--- config.mk ---
export PLATFORM = sky130hd
export DESIGN_NAME = pulse_energy_power_meter_top
export DESIGN_NICKNAME = d
export VERILOG_FILES = /design/src/rtl/pepm_pkg.sv /design/src/rtl/pepm_div.sv /design/src/rtl/pulse_energy_power_meter_top.sv
export SDC_FILE = /design/constraint.sdc
export NUM_CORES = 1
export LEC_CHECK = 0
export BUFFER_PORTS_ARGS = -buffer_cell sky130_fd_sc_hd__buf_2
export CORE_ASPECT_RATIO = 0.75
export CORE_UTILIZATION = 45
export CTS_BUF_LIST = sky130_fd_sc_hd__clkbuf_16
export CTS_CLUSTER_SIZE = 12
export DETAILED_ROUTE_END_ITERATION = 6
export PLACE_DENSITY = 0.72
export SYNTH_ARGS = -nofsm -noshare
export SYNTH_HDL_FRONTEND = slang
export SYNTH_SLANG_ARGS = --single-unit
--- constraint.sdc ---
create_clock -name clk -period 21.7 [get_ports clk]
set_clock_uncertainty 0.1 [all_clocks]
set_input_delay 1.085 -clock clk [delete_from_list [all_inputs] [get_ports clk]]
set_output_delay 1.085 -clock clk [all_outputs]
set_load 0.02 [all_outputs]
--- src/rtl/pepm_pkg.sv ---
// Shared types and constants for the pulse energy and power meter.
// Used by pepm_div, pulse_energy_power_meter_top and pepm_check.
`default_nettype none

package pepm_pkg;

	localparam int COUNT_WIDTH = 32;
	localparam int TIME_WIDTH  = 32;
	localparam int DATA_W      = 32;
	localparam int DVD_W       = (COUNT_WIDTH > DATA_W) ? COUNT_WIDTH : DATA_W;
	localparam int DVS_W       = (TIME_WIDTH > 16) ? TIME_WIDTH : 16;
	localparam int DIV_CNT_W   = $clog2(DVD_W);

	localparam int CFG_IDX_W   = 2;
	localparam int CFG_DATA_W  = 32;
	localparam int OP_W        = 3;
	localparam int IN_TDATA_W  = 32;
	localparam int OUT_FIELD_W = 3 * DATA_W + 1;
	localparam int OUT_TDATA_W = ((OUT_FIELD_W + 7) / 8) * 8;

	localparam logic [31:0] NUMERATOR_RST  = 32'd10000000;
	localparam logic [15:0] DIVISOR_RST    = 16'd360;
	localparam logic [7:0]  MIN_PULSES_RST = 8'd2;

	typedef enum logic [CFG_IDX_W-1:0] {
		REG_POWER_NUMERATOR = 2'd0,
		REG_ENERGY_DIVISOR  = 2'd1,
		REG_MIN_PULSES      = 2'd2
	} cfg_reg_t;

	typedef enum logic [OP_W-1:0] {
		OP_TICK    = 3'd0,
		OP_PULSE   = 3'd1,
		OP_UPDATE  = 3'd2,
		OP_CLEAR   = 3'd3,
		OP_RESTORE = 3'd4
	} op_t;

	typedef enum logic [1:0] {
		DIV_IDLE,
		DIV_RUN,
		DIV_FIN
	} div_state_t;

	typedef enum logic [2:0] {
		ST_IDLE,
		ST_APPLY,
		ST_PDIV_GO,
		ST_PDIV_WAIT,
		ST_EDIV_GO,
		ST_EDIV_WAIT,
		ST_OUT
	} mtr_state_t;

	typedef struct packed {
		logic busy;
		logic done;
	} div_stat_t;

endpackage

`default_nettype wire

--- src/rtl/pepm_div.sv ---
// Shared restoring divider, one quotient bit per cycle, rounds to nearest (halves up).
// Result saturates at DATA_W bits. Depends on pepm_pkg.
`default_nettype none

module pepm_div
	import pepm_pkg::*;
(
	input  wire logic              clk,
	input  wire logic              arst_n,
	input  wire logic              start,
	input  wire logic [DVD_W-1:0]  dividend,
	input  wire logic [DVS_W-1:0]  divisor,
	output div_stat_t              stat,
	output logic      [DATA_W-1:0] result
);

	div_state_t            state_q;
	div_state_t            state_nx;
	logic [DIV_CNT_W-1:0]  cnt_q;
	logic [DVD_W-1:0]      quo_q;
	logic [DVS_W-1:0]      rem_q;
	logic [DVS_W-1:0]      dvs_q;

	logic [DVS_W:0]        rem_sh;
	logic                  ge;
	logic [DVS_W:0]        rem_nx;
	logic [DVS_W-1:0]      half_gap;
	logic                  round_up;
	logic [DVD_W:0]        sum;

	assign rem_sh = {rem_q, quo_q[DVD_W-1]};
	assign ge     = rem_sh >= {1'b0, dvs_q};
	assign rem_nx = ge ? (rem_sh - {1'b0, dvs_q}) : rem_sh;

	assign half_gap = dvs_q - rem_q;
	assign round_up = rem_q >= half_gap;
	assign sum      = {1'b0, quo_q} + (DVD_W + 1)'(round_up);

	always_comb begin
		if (sum > (DVD_W + 1)'({DATA_W{1'b1}})) begin
			result = {DATA_W{1'b1}};
		end else begin
			result = sum[DATA_W-1:0];
		end
	end

	always_comb begin
		state_nx = state_q;
		unique case (state_q)
			DIV_IDLE: begin
				if (start) state_nx = DIV_RUN;
			end
			DIV_RUN: begin
				if (cnt_q == DIV_CNT_W'(DVD_W - 1)) state_nx = DIV_FIN;
			end
			DIV_FIN: state_nx = DIV_IDLE;
			default: state_nx = DIV_IDLE;
		endcase
	end

	always_comb begin
		stat.busy = (state_q != DIV_IDLE);
		stat.done = (state_q == DIV_FIN);
	end

	always_ff @(posedge clk or negedge arst_n) begin
		if (!arst_n) begin
			state_q <= DIV_IDLE;
			cnt_q   <= '0;
		end else begin
			state_q <= state_nx;
			if (state_q == DIV_RUN) begin
				cnt_q <= cnt_q + DIV_CNT_W'(1);
			end else begin
				cnt_q <= '0;
			end
		end
	end

	always_ff @(posedge clk) begin
		if (state_q == DIV_IDLE && start) begin
			quo_q <= dividend;
			rem_q <= '0;
			dvs_q <= divisor;
		end else if (state_q == DIV_RUN) begin
			quo_q <= {quo_q[DVD_W-2:0], ge};
			rem_q <= rem_nx[DVS_W-1:0];
		end
	end

endmodule

`default_nettype wire

--- src/rtl/pulse_energy_power_meter_top.sv ---
// Pulse energy and power meter, top level: item sequencer, state and config registers.
// Depends on pepm_pkg and pepm_div.
//
// Input channel s_*: one item per transfer, s_tuser carries the op code
// (tick, pulse, update, clear, restore), s_tdata the restore value.
// Output channel m_*: one result per input item, showing the state after it.
// Config port: cfg_we writes cfg_wdata to register cfg_index (0 numerator,
// 1 energy divisor, 2 minimum pulses); other indexes are dropped.
// Each item runs through one shared bit-serial divider: the energy division
// always, the power division on an update that qualifies. An item passes
// ST_APPLY, the power division if any, the energy division and ST_OUT, which
// loads the output register; the next item is then taken back in ST_IDLE.
// s_tready is high only while no item is in work. A finished result waits
// in the output register; when the receiver stalls with one result pending,
// the next item is still worked up to its result and then waits for space.
// Reset clears all counts, power and timestamp and loads the config defaults.
`default_nettype none

module pulse_energy_power_meter_top
	import pepm_pkg::*;
(
	input  wire logic                   clk,
	input  wire logic                   arst_n,
	input  wire logic                   cfg_we,
	input  wire logic [CFG_IDX_W-1:0]   cfg_index,
	input  wire logic [CFG_DATA_W-1:0]  cfg_wdata,
	input  wire logic                   s_tvalid,
	output logic                        s_tready,
	input  wire logic [IN_TDATA_W-1:0]  s_tdata,  // [31:0] restore_value
	input  wire logic [OP_W-1:0]        s_tuser,  // [2:0] op
	output logic                        m_tvalid,
	input  wire logic                   m_tready,
	// [31:0] power_value, [63:32] energy_value, [95:64] pulse_total,
	// [96] power_saturated, [103:97] zero
	output logic [OUT_TDATA_W-1:0]      m_tdata
);

	mtr_state_t              state_q;
	mtr_state_t              state_nx;

	logic [31:0]             numerator_q;
	logic [15:0]             divisor_q;
	logic [7:0]              min_pulses_q;

	logic [TIME_WIDTH-1:0]   timestamp_q;
	logic [TIME_WIDTH-1:0]   last_pulse_q;
	logic [TIME_WIDTH-1:0]   period_q;
	logic [COUNT_WIDTH-1:0]  count_q;
	logic [COUNT_WIDTH-1:0]  cau_q;
	logic [DATA_W-1:0]       power_q;
	logic                    sat_q;
	logic [DATA_W-1:0]       energy_q;
	logic [OP_W-1:0]         op_q;
	logic [IN_TDATA_W-1:0]   restore_q;

	logic                    m_tvalid_q;
	logic [OUT_TDATA_W-1:0]  m_tdata_q;

	logic [COUNT_WIDTH-1:0]  since;
	logic                    enough;
	logic                    need_pdiv;
	logic                    out_free;
	logic [DVD_W-1:0]        count_ext;

	logic                    div_start;
	logic [DVD_W-1:0]        div_dvd;
	logic [DVS_W-1:0]        div_dvs;
	div_stat_t               div_stat;
	logic [DATA_W-1:0]       div_result;

	pepm_div u_div (
		.clk      (clk),
		.arst_n   (arst_n),
		.start    (div_start),
		.dividend (div_dvd),
		.divisor  (div_dvs),
		.stat     (div_stat),
		.result   (div_result)
	);

	assign since     = count_q - cau_q;
	assign enough    = since > COUNT_WIDTH'(min_pulses_q);
	assign need_pdiv = (op_q == OP_UPDATE) && enough && (period_q != '0);
	assign out_free  = !m_tvalid_q || m_tready;
	assign count_ext = DVD_W'(count_q);

	assign m_tvalid = m_tvalid_q;
	assign m_tdata  = m_tdata_q;

	always_comb begin
		state_nx = state_q;
		unique case (state_q)
			ST_IDLE: begin
				if (s_tvalid) state_nx = ST_APPLY;
			end
			ST_APPLY: begin
				state_nx = need_pdiv ? ST_PDIV_GO : ST_EDIV_GO;
			end
			ST_PDIV_GO: state_nx = ST_PDIV_WAIT;
			ST_PDIV_WAIT: begin
				if (div_stat.done) state_nx = ST_EDIV_GO;
			end
			ST_EDIV_GO: state_nx = ST_EDIV_WAIT;
			ST_EDIV_WAIT: begin
				if (div_stat.done) state_nx = ST_OUT;
			end
			ST_OUT: begin
				if (out_free) state_nx = ST_IDLE;
			end
			default: state_nx = ST_IDLE;
		endcase
	end

	always_comb begin
		s_tready  = (state_q == ST_IDLE);
		div_start = (state_q == ST_PDIV_GO) || (state_q == ST_EDIV_GO);
		if (state_q == ST_PDIV_GO) begin
			div_dvd = DVD_W'(numerator_q);
			div_dvs = DVS_W'(period_q);
		end else begin
			div_dvd = count_ext;
			div_dvs = (divisor_q == 16'd0) ? DVS_W'(1) : DVS_W'(divisor_q);
		end
	end

	always_ff @(posedge clk or negedge arst_n) begin
		if (!arst_n) begin
			numerator_q  <= NUMERATOR_RST;
			divisor_q    <= DIVISOR_RST;
			min_pulses_q <= MIN_PULSES_RST;
		end else if (cfg_we) begin
			unique case (cfg_index)
				REG_POWER_NUMERATOR: numerator_q  <= cfg_wdata[31:0];
				REG_ENERGY_DIVISOR:  divisor_q    <= cfg_wdata[15:0];
				REG_MIN_PULSES:      min_pulses_q <= cfg_wdata[7:0];
				default: ;
			endcase
		end
	end

	always_ff @(posedge clk) begin
		if (state_q == ST_IDLE && s_tvalid) begin
			op_q      <= s_tuser;
			restore_q <= s_tdata;
		end
		if (state_q == ST_EDIV_WAIT && div_stat.done) begin
			energy_q <= div_result;
		end
		if (state_q == ST_OUT && out_free) begin
			m_tdata_q <= {(OUT_TDATA_W - OUT_FIELD_W)'(0), sat_q, count_ext[DATA_W-1:0],
				energy_q, power_q};
		end
	end

	always_ff @(posedge clk or negedge arst_n) begin
		if (!arst_n) begin
			state_q      <= ST_IDLE;
			timestamp_q  <= '0;
			last_pulse_q <= '0;
			period_q     <= '0;
			count_q      <= '0;
			cau_q        <= '0;
			power_q      <= '0;
			sat_q        <= 1'b0;
			m_tvalid_q   <= 1'b0;
		end else begin
			state_q <= state_nx;
			if (state_q == ST_APPLY) begin
				unique case (op_q)
					OP_TICK: timestamp_q <= timestamp_q + TIME_WIDTH'(1);
					OP_PULSE: begin
						period_q     <= timestamp_q - last_pulse_q;
						last_pulse_q <= timestamp_q;
						count_q      <= count_q + COUNT_WIDTH'(1);
					end
					OP_UPDATE: begin
						if (enough && period_q == '0) begin
							power_q <= {DATA_W{1'b1}};
							sat_q   <= 1'b1;
						end else if (!enough) begin
							power_q <= '0;
							sat_q   <= 1'b0;
						end
						cau_q <= count_q;
					end
					OP_CLEAR: begin
						count_q <= '0;
						cau_q   <= '0;
					end
					OP_RESTORE: count_q <= COUNT_WIDTH'(restore_q);
					default: ;
				endcase
			end
			if (state_q == ST_PDIV_WAIT && div_stat.done) begin
				power_q <= div_result;
				sat_q   <= 1'b0;
			end
			if (state_q == ST_OUT && out_free) begin
				m_tvalid_q <= 1'b1;
			end else if (m_tvalid_q && m_tready) begin
				m_tvalid_q <= 1'b0;
			end
		end
	end

endmodule

`default_nettype wire

=== Word level (Yosys, flattened, before mapping) ===
Index checks and enable logic that the tools add are counted.

* Add/subtract/negate cells: 8
* Order comparisons: 4
* Equality and inequality tests: 22
* Mux-type cells: 31
* Reductions and logical operators: 35

{| class="wikitable"
|+ Operators with widths
! kind !! count
|-
| 32-bit two-way mux || 11
|-
| 32-bit subtractor || 4
|-
| 32-bit case mux with 3 select lines || 1
|-
| 32-bit by 1-bit adder with 32-bit output, second input constant || 2
|-
| 32-bit case mux with 2 select lines || 1
|-
| 32-bit by 1-bit adder with 33-bit output || 1
|-
| 33-bit by 32-bit greater-or-equal comparator with 1-bit output || 1
|-
| 33-bit by 32-bit greater-than comparator with 1-bit output, second input constant || 1
|-
| 32-bit greater-or-equal comparator || 1
|-
| 32-bit by 8-bit greater-than comparator with 1-bit output || 1
|-
| 32-bit logical NOT || 1
|-
| 32-bit nonzero test || 1
|-
| 3-bit case mux with 7 select lines || 1
|-
| 16-bit logical NOT || 1
|-
| 16-bit two-way mux || 1
|-
| 2-bit AND reduction || 8
|-
| 3-bit two-way mux || 5
|-
| 3-bit by 2-bit == test with 1-bit output, second input constant || 4
|-
| 3-bit == test, second input constant || 4
|-
| 2-bit nonzero test || 5
|-
| 1-bit logical AND || 9
|-
| 2-bit inequality test, second input constant || 4
|-
| 1-bit two-way mux || 7
|-
| 3-bit by 1-bit == test with 1-bit output, second input constant || 2
|-
| 16 further kinds || 23
|}

* Register bits after elaboration: 520

=== Longest topological paths before layout ===
Gate-level depths: netlist of run 1.

* Depth after elaboration: 7
* Mapped depth: 39
* Mapped depth without buffers: 36

=== Modules after synthesis ===
Synthesis of run 1 repeated with hierarchy kept, for this count alone.

* Cells, all modules: 2,694
* Area, all modules: 28,608.7 µm²

{| class="wikitable"
|+ By module, submodules not included
! module !! instances !! cells each !! area an instance (µm²) !! sequential area each (µm²)
|-
| pulse_energy_power_meter_top || 1 || 1,751 || 19,932.9 || 11,272.1
|-
| pepm_div || 1 || 943 || 8,675.8 || 2,737.6
|}

=== Worst setup path before layout of run 1 ===
Ideal clock, no wire load.

* Path type: in2reg
* Start point: in m_tready
* End point: reg m_tdata_q[0], in the netlist m_tdata[0] (enable)
* Arrival: 8,253 ps
* Data required time: 20,908 ps
* Path slack: 12,656 ps
* Cell stages on the path: 2
* Path buffers: 0
* Cells stage by stage: nand2b_1 > nor3b_1

* Longest elaborated chain between the ends: 2

{| class="wikitable"
|+ Ends and longest elaborated chain
! item !! line !! text
|-
| start, declared || pulse_energy_power_meter_top.sv:32 || <nowiki>input wire logic m_tready,</nowiki>
|-
| 1-bit logical OR || pulse_energy_power_meter_top.sv:84 || <nowiki>assign out_free = !m_tvalid_q || m_tready;</nowiki>
|-
| 1-bit logical AND || pulse_energy_power_meter_top.sv:149 || <nowiki>if (state_q == ST_OUT && out_free) begin</nowiki>
|-
| end signal, assigned || pulse_energy_power_meter_top.sv:150 || <nowiki>m_tdata_q <= {(OUT_TDATA_W - OUT_FIELD_W)'(0), sat_q, count_ext[DATA_W-1:0],</nowiki>
|-
| end, declared || pulse_energy_power_meter_top.sv:57 || <nowiki>logic [OUT_TDATA_W-1:0] m_tdata_q;</nowiki>
|}

Every way passes these cells.
A chain may end at the register's enable or synchronous reset.

=== Final worst setup path of run 1 ===
* Start point: reg u_div.dvs_q[0]
* End point: reg power_q[17]

* Longest elaborated chain between the ends: 6

{| class="wikitable"
|+ Ends and longest elaborated chain
! item !! line !! text
|-
| start, declared || pepm_div.sv:22 || <nowiki>logic [DVS_W-1:0] dvs_q;</nowiki>
|-
| start signal, assigned || pepm_div.sv:84 || <nowiki>dvs_q <= divisor;</nowiki>
|-
| 32-bit subtractor (*) || pepm_div.sv:35 || <nowiki>assign half_gap = dvs_q - rem_q;</nowiki>
|-
| 32-bit greater-or-equal comparator (*) || pepm_div.sv:36 || <nowiki>assign round_up = rem_q >= half_gap;</nowiki>
|-
| 32-bit by 1-bit adder with 33-bit output (*) || pepm_div.sv:37 || <nowiki>assign sum = {1'b0, quo_q} + (DVD_W + 1)'(round_up);</nowiki>
|-
| 33-bit by 32-bit greater-than comparator with 1-bit output || pepm_div.sv:40 || <nowiki>if (sum > (DVD_W + 1)'({DATA_W{1'b1}})) begin</nowiki>
|-
| 32-bit two-way mux (*) || pepm_div.sv:40 ||
|-
| via div_result[17] || pulse_energy_power_meter_top.sv:69 || <nowiki>logic [DATA_W-1:0] div_result;</nowiki>
|-
| 32-bit two-way mux (*) || pulse_energy_power_meter_top.sv:194 || <nowiki>if (state_q == ST_PDIV_WAIT && div_stat.done) begin</nowiki>
|-
| end signal, assigned || pulse_energy_power_meter_top.sv:178 || <nowiki>power_q <= {DATA_W{1'b1}};</nowiki>
|-
| end signal, assigned || pulse_energy_power_meter_top.sv:195 || <nowiki>power_q <= div_result;</nowiki>
|-
| end, declared || pulse_energy_power_meter_top.sv:50 || <nowiki>logic [DATA_W-1:0] power_q;</nowiki>
|}

Mark *: on every way through the listed nets, which the timed path passes. The rest lies on a longest branch.

==> results of run 1 <==
==> logic make-up after synthesis <==
kind of cell	count (synthesis)	share of synthesized area [%]
multiplexers	111	4.16
AND/OR/NAND/NOR	864	14.3
flip-flops	520	48.4
adder cells (fa/ha/maj)	175	7.67
other	1	0.0130
AO/OA/AOI/OAI	754	17.2
buffers and inverters	294	4.10
XOR/XNOR	137	4.14
==> power groups by stage <==
stage | clock network, W | logic (W) | registers [W]
floorplan | 0 | 0.000735 | 0.00118
global placement | 0 | 0.000941 | 0.00121
detailed placement | 0 | 0.000941 | 0.00121
CTS | 0.000893 | 0.000952 | 0.00119
global route | 0.000933 | 0.00109 | 0.00120
finish | 0.000878 | 0.000963 | 0.00119
==> flip-flops by register name (all words and copies together), names as in the netlist, 5 cells and up <==
name and count:
m_tdata 97, cau_q 32, count_ext 32, energy_q 32, last_pulse_q 32, numerator_q 32, period_q 32, power_q 32
restore_q 32, timestamp_q 32, u_div.dvs_q 32, u_div.quo_q 32, u_div.rem_q 32, divisor_q 16, min_pulses_q 8, u_div.cnt_q 5
==> area by class of cell <==
cell class / instances / area, sq um
clock inverter: 47 / 328
fill: 5625 / 31200
antenna: 2 / 5.00
inverter: 174 / 653
multi-input combinational: 2048 / 13800
sequential: 520 / 14000
timing repair buffer: 198 / 1080
clock buffer: 53 / 1330
tap: 861 / 1080
==> through the flow <==
step                setup WS, ps  cells
floorplan                  12660   2862
global placement           14170   3801
detailed placement         13830   3801
CTS                        13800   3901
global route               13040   3901
finish                     13750   3903
==> layer usage <==
layer  track usage (%)  up-vias
met1              38.3    10700
li1                  -    10600
met3              5.81       95
met5                 0        -
met4              4.84        6
met2              30.8      776
==> critical path: cells and delay by family (launching register included) <==
| family | cells | cell delay [ps] |
|---|---|---|
| DFF | 1 | 430 |
| AOI/OAI and AO/OA | 13 | 3020 |
| buffers and inverters | 2 | 130 |
| and+or+nand+nor | 12 | 3050 |
| adders and majority gates | 5 | 1100 |
==> cell usage after synthesis, drive strengths merged, types with 28 or more instances <==
cell / instances
a211oi: 40
a21o: 62
a21oi: 170
a22o: 34
and2: 31
and3: 45
buf: 34
clkbuf: 86
dfrtp: 247
dfxtp: 32
edfxtp: 228
ha: 171
inv: 174
mux2: 75
mux2i: 36
nand2: 323
nand2b: 28
nand3: 52
nand4: 41
nor2: 171
nor3: 51
o211ai: 50
o21ai: 233
xnor2: 72
xor2: 65
==> path summary, 6_finish.rpt <==
kind,endpoint,slack (ps),depth (start not counted),from
min in group asynchronous,last_pulse_q[9]$_DFFE_PN0P_,410,1,arst_n
max in group asynchronous,power_q[1]$_DFFE_PN0P_,19660,2,arst_n
max,power_q[17]$_DFFE_PN0P_,13750,32,u_div.dvs_q[0]$_DFFE_PP_
min reg2reg,m_tdata[60]$_DFFE_PP_,320,0,energy_q[28]$_DFFE_PP_
min,m_tdata[60]$_DFFE_PP_,320,0,energy_q[28]$_DFFE_PP_
max reg2reg,power_q[17]$_DFFE_PN0P_,13750,32,u_div.dvs_q[0]$_DFFE_PP_
==> metrics.md, run 1 <==
| Metric | Value |
|---|---|
| Status | finished with violations |
| Failing checks | design-rule violations |
| Largest net degree at the start of global routing | between 150 and 200 |
| Clock tree sinks | 520 |
| Number of global-route vias before repair | 20,700 |
| Post-Route WL | just under 80,000 um |
| Initial DRT Pass Iterations | 7 |
| Boundary pin count | 180 |
| Htree depth | 2 |
| DP Area | roughly 0.031 sq mm |
| Most Frequent Cell on Critical Path | o21ai_0 |
| Pwr Total | around 0.0030 W |
| Die X | between 200 and 300 um |
| Pwr per Cell Area | 93.9 mW/mm^2 |
| Final ANT Viol Nets | 0 |
| Min cycle time layout | 7950 ps |
| Reg clk slew, reported paths | around 60 ps |
| Syn Inst Count | ~2,900 |
| CP Launch Type | flop |
| Hold slack | around 320 ps |
| Critical Path End Type | flop |
| Post-synth EDFFs | around 230 |
| Maximum VDD drop | around 0.057 mV |
| Iteration-0 DRC Markers | approximately 1,900 |
| P_leak | approximately 14 nW |
| Gr usage total | 23.6% |
| Clock latency at the later pin of the worst-skew pair | between 600 and 700 ps |
| Clk root buf | clkbuf_16 |
| Setup_tns | 0 ps |
| Die ar. | 0.0654 sq mm |
| Core area | around 0.064 sq mm |
| Clock share of power | roughly 29% |
| Final worst path period share | between 30% and 40% |
| Hold WC Path Type | flop to flop |
| Share of layout cells above drive strength 1 | between 10% and 20% |
| GP Congestion | 0.975 |
| First-pass GRT wire length | approximately 120,000 um |
| CP max stage cell | nor4_1 |
| Syn-to-layout area delta | 11.6% |
| Core Rows | 80 |
| NetSw | slightly above 0.001 W |
| Top cells by area, synth | edfxtp_1 24%, dfrtp_1 21%, ha_1 7.4%, nand2_1 4.2%, o21ai_0 3.9% |
| Post-synthesis sequential area ratio | 48.4% |
| Slew Limit Fails | 0 |
| Rel. slew slack | a little over a fifth |
| Die height | 222 um |
| Worst Tran Pin Value | approximately 1200 ps |
| CTS buffer count | 53 |
| Final setup viols | 0 |
| Combinational power share | a little under a third |
| Cell Int Power | approximately 0.002 W |
| Synth Cell Area | just under 0.03 sq mm |
| Commonest cells after routing, fill and taps aside | 322 x nand2_1, 247 x dfrtp_1, 228 x edfxtp_1 |
| Met3 wire length | ~7000 um |
| Yosys top cell area share | a little under a quarter |
| Number of buffers added for setup after CTS | 0 |
| Via/cell ratio | around 5.7 |
| Most common cell after layout, fill and taps aside | nand2_1 |
| NumNets Final | 3,244 |
| CTS tree | built |
| Wire per inst | about 20 um |
| Number of synthesis warnings | 0 |
| Grt ovf | 0 |
| DRT met1 WL | 39,200 um |
| # port buffers | around 170 |
| DRC viols | 2 |
| CP Max Fanout | 30 |
| CTS Buffer Depth | 3 |
| Max layer used | met5 |
| Area leader, netlist | edfxtp_1 |
| Detailed-route via count | between 20,000 and 25,000 |
| Avg Inst Size Synth | ~10 sq um |
| CP required | around 22,000 ps |
| Reg power frac | ~39% |
| Arrival @ worst endpoint | 8360 ps |
| Final hold vios | 0 |
| Post-CTS Resized | 0 |
| Cell variety after synth | 86 |
| DP HPWL | between 50,000 and 60,000 um |
| Final Util | approximately half |
| Sw Share | 33.6% |
| Initial Util | 45.5% |
| Seq cells post-synth | 520 |
| Fmax | between 0.1 and 0.15 GHz |
| Unrepaired setup endpoints after global routing | no |
| Final Cell Area | around 0.032 sq mm |
| # hold bufs at CTS | 0 |
| Async SR Flop Fraction | about half |
| DR WL met2 | approximately 30,000 um |
| CP Class | flop to flop |
| Antenna violations before repair | 7 |
| Max_cap viols | 0 |
| Post-synth top flop | dfrtp_1 |
| Biggest cell delay along the critical path | between 600 and 700 ps |
Power figures use the tool's default switching activity.
==> run 2: changes to the inputs <==
clock period = 7.7 ns   (was 21.7 ns; I/O delays follow)
==> run 2 against run 1 <==
  * The run now ends clean
  * Die area stayed put
  * Cell area is 1.7% higher
  * Utilization is 0.89 points higher
  * Cell count is 1.5% higher
  * Largest cell class unchanged
  * Global-route usage is 0.10 points higher
==> metrics.md, run 2 (synthesized netlist as in run 1, its figures left out) <==
| Metric | Value |
|---|---|
| Setup_tns | 0 ps (unchanged) |
| Final Util | 51.7% (+0.89 points) |
| Detailed-route via count | 22,500 (+1.1%) |
| Syn-to-layout area delta | 13.6% |
| Final worst path period share | 90.3% (+54 points) |
| Core Rows | 80 (unchanged) |
| Crit path from | u_div.dvs_q[0]$_DFFE_PP_ |
| CP required | 8100 ps (-14,010 ps) |
| Hold WC Path Type | input port to flop |
| CTS tree | built |
| Core area | 0.0636 sq mm (unchanged) |
| Gr usage total | 23.7% (+0.10 points) |
| Final hold vios | 0 (unchanged) |
| Unrepaired setup endpoints after global routing | no |
| Initial DRT Pass Iterations | 6 (-1) |
| Worst Tran Pin Value | 1190 ps (+20.0 ps) |
| Die height | 222 um (unchanged) |
| Clock tree sinks | 520 (unchanged) |
| First-pass GRT wire length | 121,000 um (+0.70%) |
| Antenna violations before repair | 1 (-6) |
| Htree depth | 2 (unchanged) |
| P_leak | 14.4 nW (+1.6%) |
| R2r startpoint | u_div.dvs_q[0]$_DFFE_PP_ |
| Boundary pin count | 180 (unchanged) |
| Arrival @ worst endpoint | 7360 ps (-1000 ps) |
| Commonest cells after routing, fill and taps aside | 322 x nand2_1, 247 x dfrtp_1, 228 x edfxtp_1 |
| CP max stage cell | nor4_2 |
| Die ar. | 0.0654 sq mm (unchanged) |
| Final ANT Viol Nets | 0 (unchanged) |
| DP HPWL | 56,000 um (-0.38%) |
| Wire per inst | 19.6 um (-0.85%) |
| Initial Util | 45.5% (unchanged) |
| Largest net degree at the start of global routing | 154 (-2.5%) |
| Pwr Total | 0.00851 W (+180%) |
| DRC viols | 0 (-2) |
| Min cycle time layout | 6950 ps (-996 ps) |
| Clock latency at the later pin of the worst-skew pair | 630 ps (about the same) |
| Area of the multi-input gates | 0.0138 sq mm (about the same) |
| Min-delay src | cfg_wdata[2] |
| CP Class | flop to flop |
| Final setup viols | 0 (unchanged) |
| Fmax | 0.144 GHz (+14%) |
| Maximum VDD drop | 0.197 mV (+250%) |
| Biggest cell delay along the critical path | 450 ps (-160 ps) |
| CP Launch Type | flop |
| Storage cell area | 0.0140 sq mm (unchanged) |
| Status | completed |
| Number of global-route vias before repair | 20,900 (+0.98%) |
| Critical Path End Type | flop |
| Fill cells | 5,625 (unchanged) |
| Slew Limit Fails | 0 (unchanged) |
| Iteration-0 DRC Markers | 2,093 (+8.1%) |
| Most common cell after layout, fill and taps aside | nand2_1 |
| Rel. slew slack | 20.6% (-1.3 points) |
| Grt ovf | 0 (unchanged) |
| CTS buffer count | 52 (-1.9%) |
| Via/cell ratio | 5.68 (-0.37%) |
| Max_cap viols | 0 (unchanged) |
| Post-Route WL | 77,600 um (+0.60%) |
| Reg clk slew, reported paths | 60 ps (about the same) |
| NumNets Final | 3,303 (+1.8%) |
| CP Max Fanout | 11 (-63%) |
| Die X | 295 um (unchanged) |
| Number of buffers added for setup after CTS | 0 (unchanged) |
| # port buffers | 172 (unchanged) |
| CTS Buffer Depth | 3 (unchanged) |
| GP Congestion | 0.987 (+1.2%) |
| Share of layout cells above drive strength 1 | 13.5% (-0.35 points) |
| Clk root buf | clkbuf_16 |
| Pwr per Cell Area | 259 mW/mm^2 (+180%) |
| Largest register FFs | 97 (unchanged) |
[run 2: worst max-delay path, delay by kind of cell (launching register included)]
| kind | cells | cell delay [ps] |
|---|---|---|
| compound gates | 13 | 2260 |
| buf+inv | 4 | 550 |
| flops | 1 | 420 |
| simple gates | 12 | 2390 |
| fa+ha+maj | 5 | 1100 |
[run 2: metal layers]
metal  part of all wire (%)  track usage [%]  up-vias
li1                       -                -    10800
met1                     50             38.2    10800
met2                     39             31.2      808
met3                    8.7             5.43       94
met4                    2.0             5.73        0
met5                      0                0        -
[run 2: cell type report]
cell class	count	share of cell area (%)
multi-input cells	2048	42.1
flip-flops and latches	520	42.6
diodes	2	0.0152
repair buffers	258	5.10
well taps	861	3.28
inverters	174	1.99
clock buffers	53	4.03
clock inverters	44	0.856
[run 2: report_power, final]
part / switching, W / internal [W] / total (W)
clock: 0.00109 / 0.00131 / 0.00241
sequential: 0.000239 / 0.00313 / 0.00337
combinational: 0.00151 / 0.00122 / 0.00273
total: 0.00285 / 0.00566 / 0.00851
[run 2: metrics by stage]
stage	setup WS, ps	cells	hold WS (ps)	cell area [sq um]
2_1_floorplan	1350	2862	-10.6	29000
3_3_place_gp	691	3802	307	30700
3_5_place_dp	565	3802	305	30700
4_1_cts	506	3958	6.42	32900
5_1_grt	81.9	3958	7.24	32900
6_report	747	3960	17.7	32900
[run 2: what timing repair did]
action | 4_1_cts | 5_1_grt
hold buffers | 59 | 0
gates resized for setup | 0 | 3
setup endpoints to repair | 0 | 54
endpoints found under the hold margin | 170 | 0
[run 2: worst paths after layout]
check / endpoint / slack (ps) / cells after the start
min in group asynchronous: timestamp_q[6]$_DFFE_PN0P_ / 280 / 2
max in group asynchronous: power_q[12]$_DFFE_PN0P_ / 5830 / 3
max: power_q[17]$_DFFE_PN0P_ / 750 / 34
max reg2reg: power_q[17]$_DFFE_PN0P_ / 750 / 34
min: min_pulses_q[2]$_DFFE_PN0P_ / 20 / 2
min reg2reg: m_tdata[54]$_DFFE_PP_ / 320 / 0
